[config.mk]
export PLATFORM = sky130hd
export DESIGN_NAME = on_path_vertex_finder
export DESIGN_NICKNAME = d
export VERILOG_FILES = /design/src/rtl/opvf_pkg.sv /design/src/rtl/opvf_closure_unit.sv /design/src/rtl/on_path_vertex_finder.sv
export SDC_FILE = /design/constraint.sdc
export NUM_CORES = 1
export LEC_CHECK = 0
export ABC_CLOCK_PERIOD_IN_PS = 5600
export BUFFER_PORTS_ARGS = -buffer_cell sky130_fd_sc_hd__buf_4
export CORE_UTILIZATION = 45
export DETAILED_ROUTE_END_ITERATION = 12
export HOLD_SLACK_MARGIN = 0.05
export PLACE_DENSITY_LB_ADDON = 0.1
export RECOVER_POWER = 100
export SYNTH_ARGS = -nofsm -noshare
export SYNTH_HDL_FRONTEND = slang
export SYNTH_SLANG_ARGS = --single-unit
[constraint.sdc]
create_clock -name clk -period 5.6 [get_ports clk]
set_input_delay 0.56 -clock clk [delete_from_list [all_inputs] [get_ports clk]]
set_output_delay 0.56 -clock clk [all_outputs]
set_load 0.02 [all_outputs]
[src/rtl/opvf_pkg.sv]
// Shared constants, command codes and types of the on-path vertex finder.
`timescale 1ns / 1ps

package opvf_pkg;

	// Built graph size; the adjacency row and the result mask are this wide.
	localparam int MAX_VERTICES = 32;
	localparam int ROW_W        = MAX_VERTICES;
	localparam int VIDX_W       = $clog2(MAX_VERTICES);
	localparam int CNT_W        = $clog2(MAX_VERTICES + 1);

	// Field widths of the stream items.
	localparam int CMD_W        = 2;
	localparam int IN_TDATA_W   = 48;
	localparam int OUT_TDATA_W  = 40;
	localparam int VCOUNT_W     = 6;
	localparam int APB_ADDR_W   = 3;
	localparam int APB_DATA_W   = 32;

	// Command codes carried in s_tuser.
	localparam logic [CMD_W-1:0] CMD_CLEAR = 2'd0;
	localparam logic [CMD_W-1:0] CMD_WRITE = 2'd1;
	localparam logic [CMD_W-1:0] CMD_QUERY = 2'd2;

	// Register index of vertex_count.
	localparam logic REG_VERTEX_COUNT = 1'b0;

	// Forward and backward reachability sets of one query.
	typedef struct packed {
		logic [ROW_W-1:0] fwd;
		logic [ROW_W-1:0] bwd;
	} reach_sets_t;

endpackage

[src/rtl/opvf_closure_unit.sv]
// Shared closure step: folds one adjacency row into both reachability sets.
`timescale 1ns / 1ps

module opvf_closure_unit (
	input  logic [opvf_pkg::ROW_W-1:0]  row,
	input  logic [opvf_pkg::VIDX_W-1:0] vertex,
	input  logic [opvf_pkg::ROW_W-1:0]  valid_mask,
	input  opvf_pkg::reach_sets_t       cur,
	output opvf_pkg::reach_sets_t       nxt,
	output logic                        grew
);

	logic [opvf_pkg::ROW_W-1:0] row_in_use;
	logic [opvf_pkg::ROW_W-1:0] vertex_bit;

	assign row_in_use = row & valid_mask;
	assign vertex_bit = opvf_pkg::ROW_W'(1) << vertex;

	always_comb begin
		nxt = cur;
		// A reached vertex reaches all its neighbors.
		if (cur.fwd[vertex]) begin
			nxt.fwd = cur.fwd | row_in_use;
		end
		// A vertex with an edge into the backward set can reach the destination.
		if (!cur.bwd[vertex] && ((row_in_use & cur.bwd) != '0)) begin
			nxt.bwd = cur.bwd | vertex_bit;
		end
	end

	assign grew = (nxt.fwd != cur.fwd) || (nxt.bwd != cur.bwd);

endmodule

[src/rtl/on_path_vertex_finder.sv]
// Top level of the on-path vertex finder: row store, query sequencer and ports.
// A clear or a row write is accepted back to back.
// A query with an endpoint out of range goes straight to the done state and then
// presents its result. An in-range query runs S sweeps over the rows in use (n =
// vertices in use, S from 1 to n until neither set grows), then a bit-serial
// population count, then loads the output register; input stays closed.
// Reset is asynchronous: vertex_count returns to 32, all rows read as empty.
`timescale 1ns / 1ps

module on_path_vertex_finder (
	input  logic                                clk,
	input  logic                                arst_n,

	// Input stream.
	input  logic                                s_tvalid,
	output logic                                s_tready,
	// s_tdata, lowest bit up: row_vertex[4:0], row_mask[36:5], src_vertex[41:37],
	// dst_vertex[46:42], zero fill [47].
	input  logic [opvf_pkg::IN_TDATA_W-1:0]     s_tdata,
	// s_tuser: cmd[1:0].
	input  logic [opvf_pkg::CMD_W-1:0]          s_tuser,

	// Result stream.
	output logic                                m_tvalid,
	input  logic                                m_tready,
	// m_tdata, lowest bit up: on_path_mask[31:0], on_path_count[37:32],
	// zero fill [39:38].
	output logic [opvf_pkg::OUT_TDATA_W-1:0]    m_tdata,
	// m_tuser: query_in_range[0].
	output logic                                m_tuser,

	// Configuration port.
	input  logic                                psel,
	input  logic                                penable,
	input  logic                                pwrite,
	input  logic [opvf_pkg::APB_ADDR_W-1:0]     paddr,
	input  logic [opvf_pkg::APB_DATA_W-1:0]     pwdata,
	output logic [opvf_pkg::APB_DATA_W-1:0]     prdata,
	output logic                                pready
);

	typedef enum logic [1:0] {
		ST_IDLE,
		ST_SWEEP,
		ST_COUNT,
		ST_DONE
	} state_t;

	// Unpacked input fields.
	logic [opvf_pkg::VIDX_W-1:0] row_vertex;
	logic [opvf_pkg::ROW_W-1:0]  row_mask;
	logic [opvf_pkg::VIDX_W-1:0] src_vertex;
	logic [opvf_pkg::VIDX_W-1:0] dst_vertex;

	assign row_vertex = s_tdata[4:0];
	assign row_mask   = s_tdata[36:5];
	assign src_vertex = s_tdata[41:37];
	assign dst_vertex = s_tdata[46:42];

	// Configuration register. pready is tied high, so a write lands on the
	// access cycle itself.
	logic [opvf_pkg::VCOUNT_W-1:0] vertex_count_q;
	logic                          cfg_write;

	assign pready    = 1'b1;
	assign cfg_write = psel && penable && pwrite && pready;

	always_ff @(posedge clk or negedge arst_n) begin
		if (!arst_n) begin
			vertex_count_q <= opvf_pkg::VCOUNT_W'(opvf_pkg::MAX_VERTICES);
		end else if (cfg_write && (paddr[2] == opvf_pkg::REG_VERTEX_COUNT)) begin
			vertex_count_q <= pwdata[opvf_pkg::VCOUNT_W-1:0];
		end
	end

	assign prdata = (paddr[2] == opvf_pkg::REG_VERTEX_COUNT) ?
		opvf_pkg::APB_DATA_W'(vertex_count_q) : '0;

	// Vertices in use: the configured count, limited to the built size.
	logic [opvf_pkg::CNT_W-1:0] n_in_use;
	logic                       query_ok;

	assign n_in_use = (opvf_pkg::CNT_W'(vertex_count_q) >
		opvf_pkg::CNT_W'(opvf_pkg::MAX_VERTICES)) ?
		opvf_pkg::CNT_W'(opvf_pkg::MAX_VERTICES) : opvf_pkg::CNT_W'(vertex_count_q);
	assign query_ok = (opvf_pkg::CNT_W'(src_vertex) < n_in_use) &&
		(opvf_pkg::CNT_W'(dst_vertex) < n_in_use);

	// Handshakes.
	state_t state_q;
	logic   in_fire;
	logic   out_free;

	assign s_tready = (state_q == ST_IDLE);
	assign in_fire  = s_tvalid && s_tready;
	assign out_free = !m_tvalid || m_tready;

	// Adjacency store: one row per vertex, one write port and one registered
	// read port. A clear drops every row valid flag at once, and a row
	// whose flag is down reads as all zero, so no clearing pass is needed.
	logic [opvf_pkg::ROW_W-1:0]        adj_mem [opvf_pkg::MAX_VERTICES];
	logic [opvf_pkg::MAX_VERTICES-1:0] row_vld_q;
	logic [opvf_pkg::ROW_W-1:0]        rd_raw_q;
	logic                              rd_vld_q;
	logic                              row_wr;
	logic                              rd_en;
	logic [opvf_pkg::VIDX_W-1:0]       rd_addr;

	assign row_wr = in_fire && (s_tuser == opvf_pkg::CMD_WRITE);

	always_ff @(posedge clk) begin
		if (row_wr) begin
			adj_mem[row_vertex] <= row_mask;
		end
		if (rd_en) begin
			rd_raw_q <= adj_mem[rd_addr];
		end
	end

	always_ff @(posedge clk or negedge arst_n) begin
		if (!arst_n) begin
			row_vld_q <= '0;
			rd_vld_q  <= 1'b0;
		end else begin
			if (in_fire && (s_tuser == opvf_pkg::CMD_CLEAR)) begin
				row_vld_q <= '0;
			end else if (row_wr) begin
				row_vld_q[row_vertex] <= 1'b1;
			end
			if (rd_en) begin
				rd_vld_q <= row_vld_q[rd_addr];
			end
		end
	end

	// Sequencer registers.
	logic [opvf_pkg::CNT_W-1:0]  n_q;          // vertices in use for this query
	logic [opvf_pkg::ROW_W-1:0]  valid_mask_q; // bits below n_q
	logic [opvf_pkg::CNT_W-1:0]  issue_q;      // next vertex whose row is read
	logic                        proc_vld_s1;  // a row read is returning
	logic [opvf_pkg::VIDX_W-1:0] proc_v_s1;    // vertex of the returning row
	logic                        grew_q;       // some set grew during this sweep
	opvf_pkg::reach_sets_t       sets_q;
	logic [opvf_pkg::ROW_W-1:0]  shift_q;      // intersection, shifted out for the count
	logic [opvf_pkg::ROW_W-1:0]  res_mask_q;
	logic [opvf_pkg::CNT_W-1:0]  res_cnt_q;
	logic                        res_ok_q;

	logic [opvf_pkg::ROW_W-1:0]  rd_row;
	logic [opvf_pkg::ROW_W-1:0]  n_mask;
	opvf_pkg::reach_sets_t       sets_nxt;
	logic                        unit_grew;
	logic                        issue_more;

	assign rd_row     = rd_vld_q ? rd_raw_q : '0;
	assign issue_more = (issue_q < n_q);
	assign rd_en      = (state_q == ST_SWEEP) && issue_more;
	assign rd_addr    = issue_q[opvf_pkg::VIDX_W-1:0];

	always_comb begin
		for (int i = 0; i < opvf_pkg::ROW_W; i++) begin
			n_mask[i] = (opvf_pkg::CNT_W'(i) < n_in_use);
		end
	end

	// The one shared unit: every returning row passes through it.
	opvf_closure_unit u_closure (
		.row        (rd_row),
		.vertex     (proc_v_s1),
		.valid_mask (valid_mask_q),
		.cur        (sets_q),
		.nxt        (sets_nxt),
		.grew       (unit_grew)
	);

	// Query sequencer. Each sweep reads every row in use once, feeding the
	// returning row to the closure unit while the next read is in flight.
	// Sweeps repeat until neither set grows; that fixed point is the full
	// forward and backward closure whatever the order of the rows.
	always_ff @(posedge clk or negedge arst_n) begin
		if (!arst_n) begin
			state_q     <= ST_IDLE;
			proc_vld_s1 <= 1'b0;
			issue_q     <= '0;
			grew_q      <= 1'b0;
			m_tvalid    <= 1'b0;
		end else begin
			// The result register fills as a finished query leaves ST_DONE and
			// empties when the receiver takes it.
			if ((state_q == ST_DONE) && out_free) begin
				m_tvalid <= 1'b1;
			end else if (m_tready) begin
				m_tvalid <= 1'b0;
			end
			case (state_q)
				ST_IDLE: begin
					if (in_fire && (s_tuser == opvf_pkg::CMD_QUERY)) begin
						n_q          <= n_in_use;
						valid_mask_q <= n_mask;
						sets_q.fwd   <= opvf_pkg::ROW_W'(1) << src_vertex;
						sets_q.bwd   <= opvf_pkg::ROW_W'(1) << dst_vertex;
						issue_q      <= '0;
						grew_q       <= 1'b0;
						proc_vld_s1  <= 1'b0;
						res_ok_q     <= query_ok;
						res_mask_q   <= '0;
						res_cnt_q    <= '0;
						// An endpoint out of range reports an empty mask at once.
						state_q      <= query_ok ? ST_SWEEP : ST_DONE;
					end
				end
				ST_SWEEP: begin
					proc_vld_s1 <= issue_more;
					proc_v_s1   <= rd_addr;
					if (issue_more) begin
						issue_q <= issue_q + opvf_pkg::CNT_W'(1);
					end
					if (proc_vld_s1) begin
						sets_q <= sets_nxt;
						grew_q <= grew_q || unit_grew;
					end else if (!issue_more) begin
						// Sweep finished: repeat it or start the count.
						if (grew_q) begin
							issue_q <= '0;
							grew_q  <= 1'b0;
						end else begin
							res_mask_q <= sets_q.fwd & sets_q.bwd;
							shift_q    <= sets_q.fwd & sets_q.bwd;
							res_cnt_q  <= '0;
							state_q    <= ST_COUNT;
						end
					end
				end
				ST_COUNT: begin
					// One bit a cycle; stops as soon as no set bit remains.
					if (shift_q == '0) begin
						state_q <= ST_DONE;
					end else begin
						res_cnt_q <= res_cnt_q + opvf_pkg::CNT_W'(shift_q[0]);
						shift_q   <= shift_q >> 1;
					end
				end
				ST_DONE: begin
					// Waits here only while an earlier result is still unread.
					if (out_free) begin
						state_q <= ST_IDLE;
					end
				end
				default: begin
					state_q <= ST_IDLE;
				end
			endcase
		end
	end

	// Output register: loaded from the result registers as the result goes out.
	logic [opvf_pkg::ROW_W-1:0] out_mask_q;
	logic [opvf_pkg::CNT_W-1:0] out_cnt_q;
	logic                       out_ok_q;

	always_ff @(posedge clk) begin
		if ((state_q == ST_DONE) && out_free) begin
			out_mask_q <= res_mask_q;
			out_cnt_q  <= res_cnt_q;
			out_ok_q   <= res_ok_q;
		end
	end

	assign m_tdata = {2'b00, out_cnt_q, out_mask_q};
	assign m_tuser = out_ok_q;

endmodule

After elaboration in Yosys (flattened, before gate mapping)
Memory sizes are Yosys's and may differ from the RTL's. A register that Yosys moved wholly into a read port is not among the register bits. Index checks and enable logic that the tools add are counted.

Register bits after elaboration: 267. Bits in writable memories: 1024. Logic and storage cells: 177. Memories: 1.

Add/subtract/negate cells: 2. $lt $le $gt $ge: 40. Equality and inequality tests: 16. Shifts and indexed selects: 3. Mux-type cells: 53. Bitwise operators: 7. Reduce and logical (&&, ||, !) cells: 35.

Memories: adj_mem (words 32, width 32, rd ports 1, clocked after Yosys merged registers in 1, wr ports 1, line on_path_vertex_finder.sv:101) `logic [opvf_pkg::ROW_W-1:0] adj_mem [opvf_pkg::MAX_VERTICES];`.

Operators by type and width (number): $mux W32 (10); $mux W64 (2); $pmux W32 S2 (2); $pmux W64 S2 (1); $and A32 B32 Y32 (3); $lt A5 B6 Y1 const A (16); $or A32 B32 Y32 (3); $shl A1 B5 Y32 const A (3); $mux W6 (11); $ne A32 B32 Y1 (2); $lt A4 B6 Y1 const A (8); $logic_not A32 Y1 (1); $reduce_bool A32 Y1 (1); $lt A3 B6 Y1 const A (4); $lt A5 B6 Y1 const B (3); $pmux W6 S3 (1); $reduce_and A6 Y1 (3); $bmux W1 S5 (3); $mux W2 (7); $ne A2 B2 Y1 const B (7); $logic_and A1 B1 Y1 (12); $lt A1 B6 Y1 const A (2); $lt A2 B6 Y1 const A (2); $lt A5 B6 Y1 (2); 24 further kinds (47).

Longest topological paths before layout
Depth in word-level cells: 11. Gate-level depth with buffers: 9. Depth with buffers taken out: 8.

By module
Synthesis repeated with hierarchy kept, for this count alone.

Cells, all modules: 2702. Area, all modules: 53408.7 sq um.

Modules (own cells, without submodules): on_path_vertex_finder (instances 1, cells an instance 2425, area each 51545.7 sq um); opvf_closure_unit (instances 1, cells an instance 277, area each 1863.0 sq um).

Worst setup path after synthesis
OpenSTA, ideal clock, no wires.

Path type: register to register. From: register n_q[5] (netlist name). To: register shift_q[0] (netlist name) (enable). Setup time: 0.470 ns. Data arrival time: 3.864 ns. Required time: 5.130 ns. Setup slack: 1.266 ns. Stages on the path, launching flop included: 8. Path buffers: 0. Clock period less this slack: 4.334 ns. Cells stage by stage: edfxtp_1 inv_1 ha_1 o2111a_1 a211oi_2 o31ai_1 and3_1 a21boi_0.

Longest elaborated chain between the ends: 3.

Ends and longest elaborated chain: from (decl) (line on_path_vertex_finder.sv:137) `logic [opvf_pkg::CNT_W-1:0] n_q;`; from (signal assigned) (line on_path_vertex_finder.sv:198) `n_q <= n_in_use;`; $lt A6 B6 Y1 (line on_path_vertex_finder.sv:156) `assign issue_more = (issue_q < n_q);`; $ne A2 B2 Y1 (no line); $reduce_and A6 Y1 (no line); to (signal assigned) (line on_path_vertex_finder.sv:228) `shift_q <= sets_q.fwd & sets_q.bwd;`; to (signal assigned) (line on_path_vertex_finder.sv:240) `shift_q <= shift_q >> 1;`; to (decl) (line on_path_vertex_finder.sv:144) `logic [opvf_pkg::ROW_W-1:0] shift_q;`.

No other way between the ends. A chain may end at the register's enable or synchronous reset.

Worst setup path in the final report
From: register state_q[0]. To: memory adj_mem[12][20] (netlist name) (enable).

Longest elaborated chain between the ends: 5.

Ends and longest elaborated chain: from (decl) (line on_path_vertex_finder.sv:90) `state_t state_q;`; from (signal assigned) (line on_path_vertex_finder.sv:209) `state_q <= query_ok ? ST_SWEEP : ST_DONE;`; $logic_not A2 Y1 (line on_path_vertex_finder.sv:94) `assign s_tready = (state_q == ST_IDLE);`; $logic_and A1 B1 Y1 (line on_path_vertex_finder.sv:95) `assign in_fire = s_tvalid && s_tready;`; $logic_and A1 B1 Y1 (line on_path_vertex_finder.sv:109) `assign row_wr = in_fire && (s_tuser == opvf_pkg::CMD_WRITE);`; $mux W1 (line on_path_vertex_finder.sv:112) `if (row_wr) begin`; $mux W1 (not written as such) (line on_path_vertex_finder.sv:113) `adj_mem[row_vertex] <= row_mask;`; to (decl) (line on_path_vertex_finder.sv:101).

No other way between the ends.

==> results.toml <==
[status]
outcome = "finished, violations left"
violations = "max-capacitance violations, max-slew violations"

[global_routing]
grt_pass1_vias = 28210
grt_max_degree = 92
grt_pass1_wl_um = 201200
antenna_found_initial = 10
grt-ovfl-total = 0
grtUsageTotal_pct = 23.83

[worst_setup_path]
path_class = "reg2reg"
worstSetupStartpointType = "flop"
cp_cell_sequence = "inv_1 > ha_1 > clkbuf_1 > and3b_1 > nand2_1 > or3_1 > nor2_4 > clkbuf_1"
crit_required_ns = 5.92
cp_slowest_cell = "clkbuf_1"
cpMostUsedCell = "clkbuf_1"
cp_max_fo = 21
max_stage_delay_ns = 1.21
arrival_ns = 4.85
cp-end-kind = "flop"

[route]
drc = 0
wl_um = 139900
ant_nets = 0
drt-vias-per-instance = 5.948
vias = 27850
first_pass_iters = 5
drt_iter0_markers = 2593
wl_per_cell_um = 29.89

[power]
intPower_w = 0.01934
powerDensity_nw_per_um2 = 456.3
combPwrFrac_pct = 21.1
vdd_ir_drop_max_mv = 0.2730
p_leak_nw = 19.17
p_switching_w = 0.007940
p_sw_share_pct = 29.10
pwr-share-seq_pct = 45.7
power.share.clock_pct = 33.2

[floorplanning]
dieHeight_um = 344.9
io_pins = 168
die_w_um = 344.9
rows = 125
die_area_um2 = 118900
start_util_pct = 45.46
core_area_um2 = 116400

[logic_synthesis]
synthArstFlopShare_pct = 3.782
muxShareOfSynthArea_pct = 13.40
synth_top_flop_cell = "edfxtp_1"
synth_edf_count = 1272
synth-simple-area-share_pct = 3.908
yosysWarnings = 0
synth_top_family_by_area = "multiplexers"
synthCells = 2870
synth_area_um2 = 52900
yosysUniqueCellTypes = 67
synth_xor_area_share_pct = 0.06623
ys_seq_elements = 1322
synth_compound_area_share_pct = 5.701
yosysSeqAreaShare_pct = 74.58
synthAdderAreaFrac_pct = 0.4731
synth.avg_cell_area_um2 = 18.43

[layout]
syn2layout_area_growth_pct = 13.04
fillers = 9526
nets = 3159
drive_gt1_share_pct = 17.10
finalNonFillerCells = 4682

[placed_design]
hpwl_um = 89290
gp_congestion = 0.9051
port_buffers = 109
dp.cells = 4419

[clocking]
tritoncts = "built"
worstSkewPairLatency_ns = 0.74
cts_max_path_buffers = 3
cts_sinks = 1322
htreeDepth = 4
cts_setup_buffers = 0
cts-resized-gates = 0
cts-hold-fix-buffers = 8
clk_pin_slew_ns = 0.06
cts_root_buf = "clkbuf_16"
numCtsBuffers = 142

[run]
max-cap-violations = 27

[timing]
fin_worst_skew_ns = 0.02384
setup-violations-final = 0
hold_viol_final = 0
period_share_pct = 80.85
rsz0062_at_grt = "false"
finalMaxSlewViolations = 824
finalSetupTns_ns = 0
holdWs_ns = 0.3543
post-route-min-period_ns = 4.528
slew_headroom_pct = -76.22
clock.fmax_ghz = 0.2209
worstMarginPinSlew_ns = 2.643

[worst_hold_path]
hp-class = "in2reg"
[cells in the final DEF, fill, tap and decap left out, types with 12 or more instances in the layout]
cell       synthesis  final
nand4_1           19     19
o31a_1            21     21
nor2_1           113     91
mux4_2           228    228
a32oi_1           17     17
a21o_1            36     36
nor2b_1           21     20
o31ai_1           18     18
nand2b_1          16     16
buf_4             30     56
clkinv_2           0     22
a31oi_1           34     34
o21ai_0          120    120
a22oi_1           17     17
mux2i_1          180    180
ha_1              20     20
clkbuf_16          0    151
and3_1            12     12
conb_1             2     29
nor2_4             0     20
inv_1             29     29
clkbuf_1          96    142
o221ai_1          33     33
edfxtp_1        1272   1272
dfrtp_1           49     47
nand2_1          151    152
clkinv_1           0     25
a21oi_1           34     34
o22ai_1           71     72
nand3_1           45     44
[state kept, by name, summed over array words and instances, names as in the netlist]
register,count
adj_mem,1024
grew_q,1
issue_q,6
m_tuser,1
m_tvalid,1
n_q,6
out_cnt_q,6
out_mask_q,32
proc_v_s1,5
proc_vld_s1,1
rd_raw_q,32
rd_vld_q,1
res_cnt_q,6
res_mask_q,32
res_ok_q,1
row_vld_q,32
sets_q,64
shift_q,32
state_q,2
valid_mask_q,31
vertex_count_q,6
[layout make-up]
cell class / instances / area [um^2] / area share, %
multi-input cells: 1363 / 12720 / 21.27
inverters: 29 / 108.9 / 0.1820
flip-flops and latches: 1322 / 39460 / 65.99
repair buffers: 189 / 1109 / 1.854
well taps: 1524 / 1907 / 3.189
diodes: 1 / 2.502 / 0.004185
clock inverters: 67 / 540.5 / 0.9040
clock buffers: 187 / 3954 / 6.612
[final timing paths]
| path | cells past startpoint | to | slack [ns] | startpoint |
|---|---|---|---|---|
| worst max-delay path | 8 | adj_mem[12][20] | 1.07 | state_q[0] |
| worst min register to register | 0 | out_mask_q[17] | 0.42 | res_mask_q[17] |
| max in group asynchronous | 3 | issue_q[2] | 2.06 | arst_n |
| worst max register to register | 8 | adj_mem[12][20] | 1.07 | state_q[0] |
| min in group asynchronous | 2 | issue_q[1] | 0.50 | arst_n |
| worst min-delay path | 3 | sets_q[18] | 0.35 | s_tdata[43] |
[critical path: cells and delay by family (launching register included)]
family	cells	cell delay (ns)
and+or+nand+nor	4	1.75
adders and majority gates	1	0.16
DFF	1	0.40
buffers and inverters	3	1.74
[Yosys cell counts (all sizes together) (18+ instances only)]
cell,number,area share [%]
edfxtp,1272,72
mux4,230,9.8
mux2i,180,3.4
nand2,152,1.1
o21ai,120,1.1
nor2,114,0.81
clkbuf,96,0.68
buf,87,0.97
o22ai,72,0.88
dfrtp,49,2.3
nand3,45,0.43
a21o,36,0.51
a21oi,34,0.32
a31oi,34,0.40
o221ai,33,0.55
inv,29,0.21
nor2b,21,0.25
o31a,21,0.35
ha,20,0.47
nand4,19,0.22
o31ai,18,0.26
[metal layers]
| metal | track usage [%] | share of wire (%) | up-vias |
|---|---|---|---|
| met2 | 39.19 | 49 | 929 |
| met3 | 3.155 | 5.2 | 191 |
| li1 | - | - | 12050 |
| met4 | 7.324 | 2.6 | 0 |
| met5 | 0 | 0 | - |
| met1 | 33.22 | 43 | 14680 |
[power groups by stage]
| stage | Combinational, W | Sequential [W] | Clock [W] |
|---|---|---|---|
| floorplan | 0.00416 | 0.0122 | 0 |
| global placement | 0.00583 | 0.0126 | 0 |
| detailed placement | 0.00590 | 0.0127 | 0 |
| CTS | 0.00593 | 0.0125 | 0.00925 |
| global route | 0.00621 | 0.0125 | 0.00961 |
| finish | 0.00576 | 0.0125 | 0.00907 |
[through the flow]
stage | setup WS (ns) | instance area [um^2] | power, W | util, %
6_report | 1.072 | 59790 | 0.02728 | 51.39
5_1_grt | 0.8256 | 59790 | 0.02833 | 51.38
4_1_cts | 1.798 | 60370 | 0.02763 | 51.88
3_5_place_dp | 1.840 | 55790 | 0.01856 | 47.95
3_3_place_gp | 1.850 | 55790 | 0.01848 | 47.95
2_1_floorplan | 1.266 | 53000 | 0.01635 | -
[cell families (layout without fill, tap and decap cells)]
| kind of cell | Yosys count | in the layout |
|---|---|---|
| fa+ha+maj | 20 | 20 |
| other cells | 2 | 30 |
| xor+xnor | 4 | 4 |
| mux | 419 | 419 |
| flops | 1322 | 1322 |
| buf+inv | 212 | 472 |
| compound gates | 451 | 451 |
| simple gates | 440 | 440 |
(Power assumes the default switching activity.)
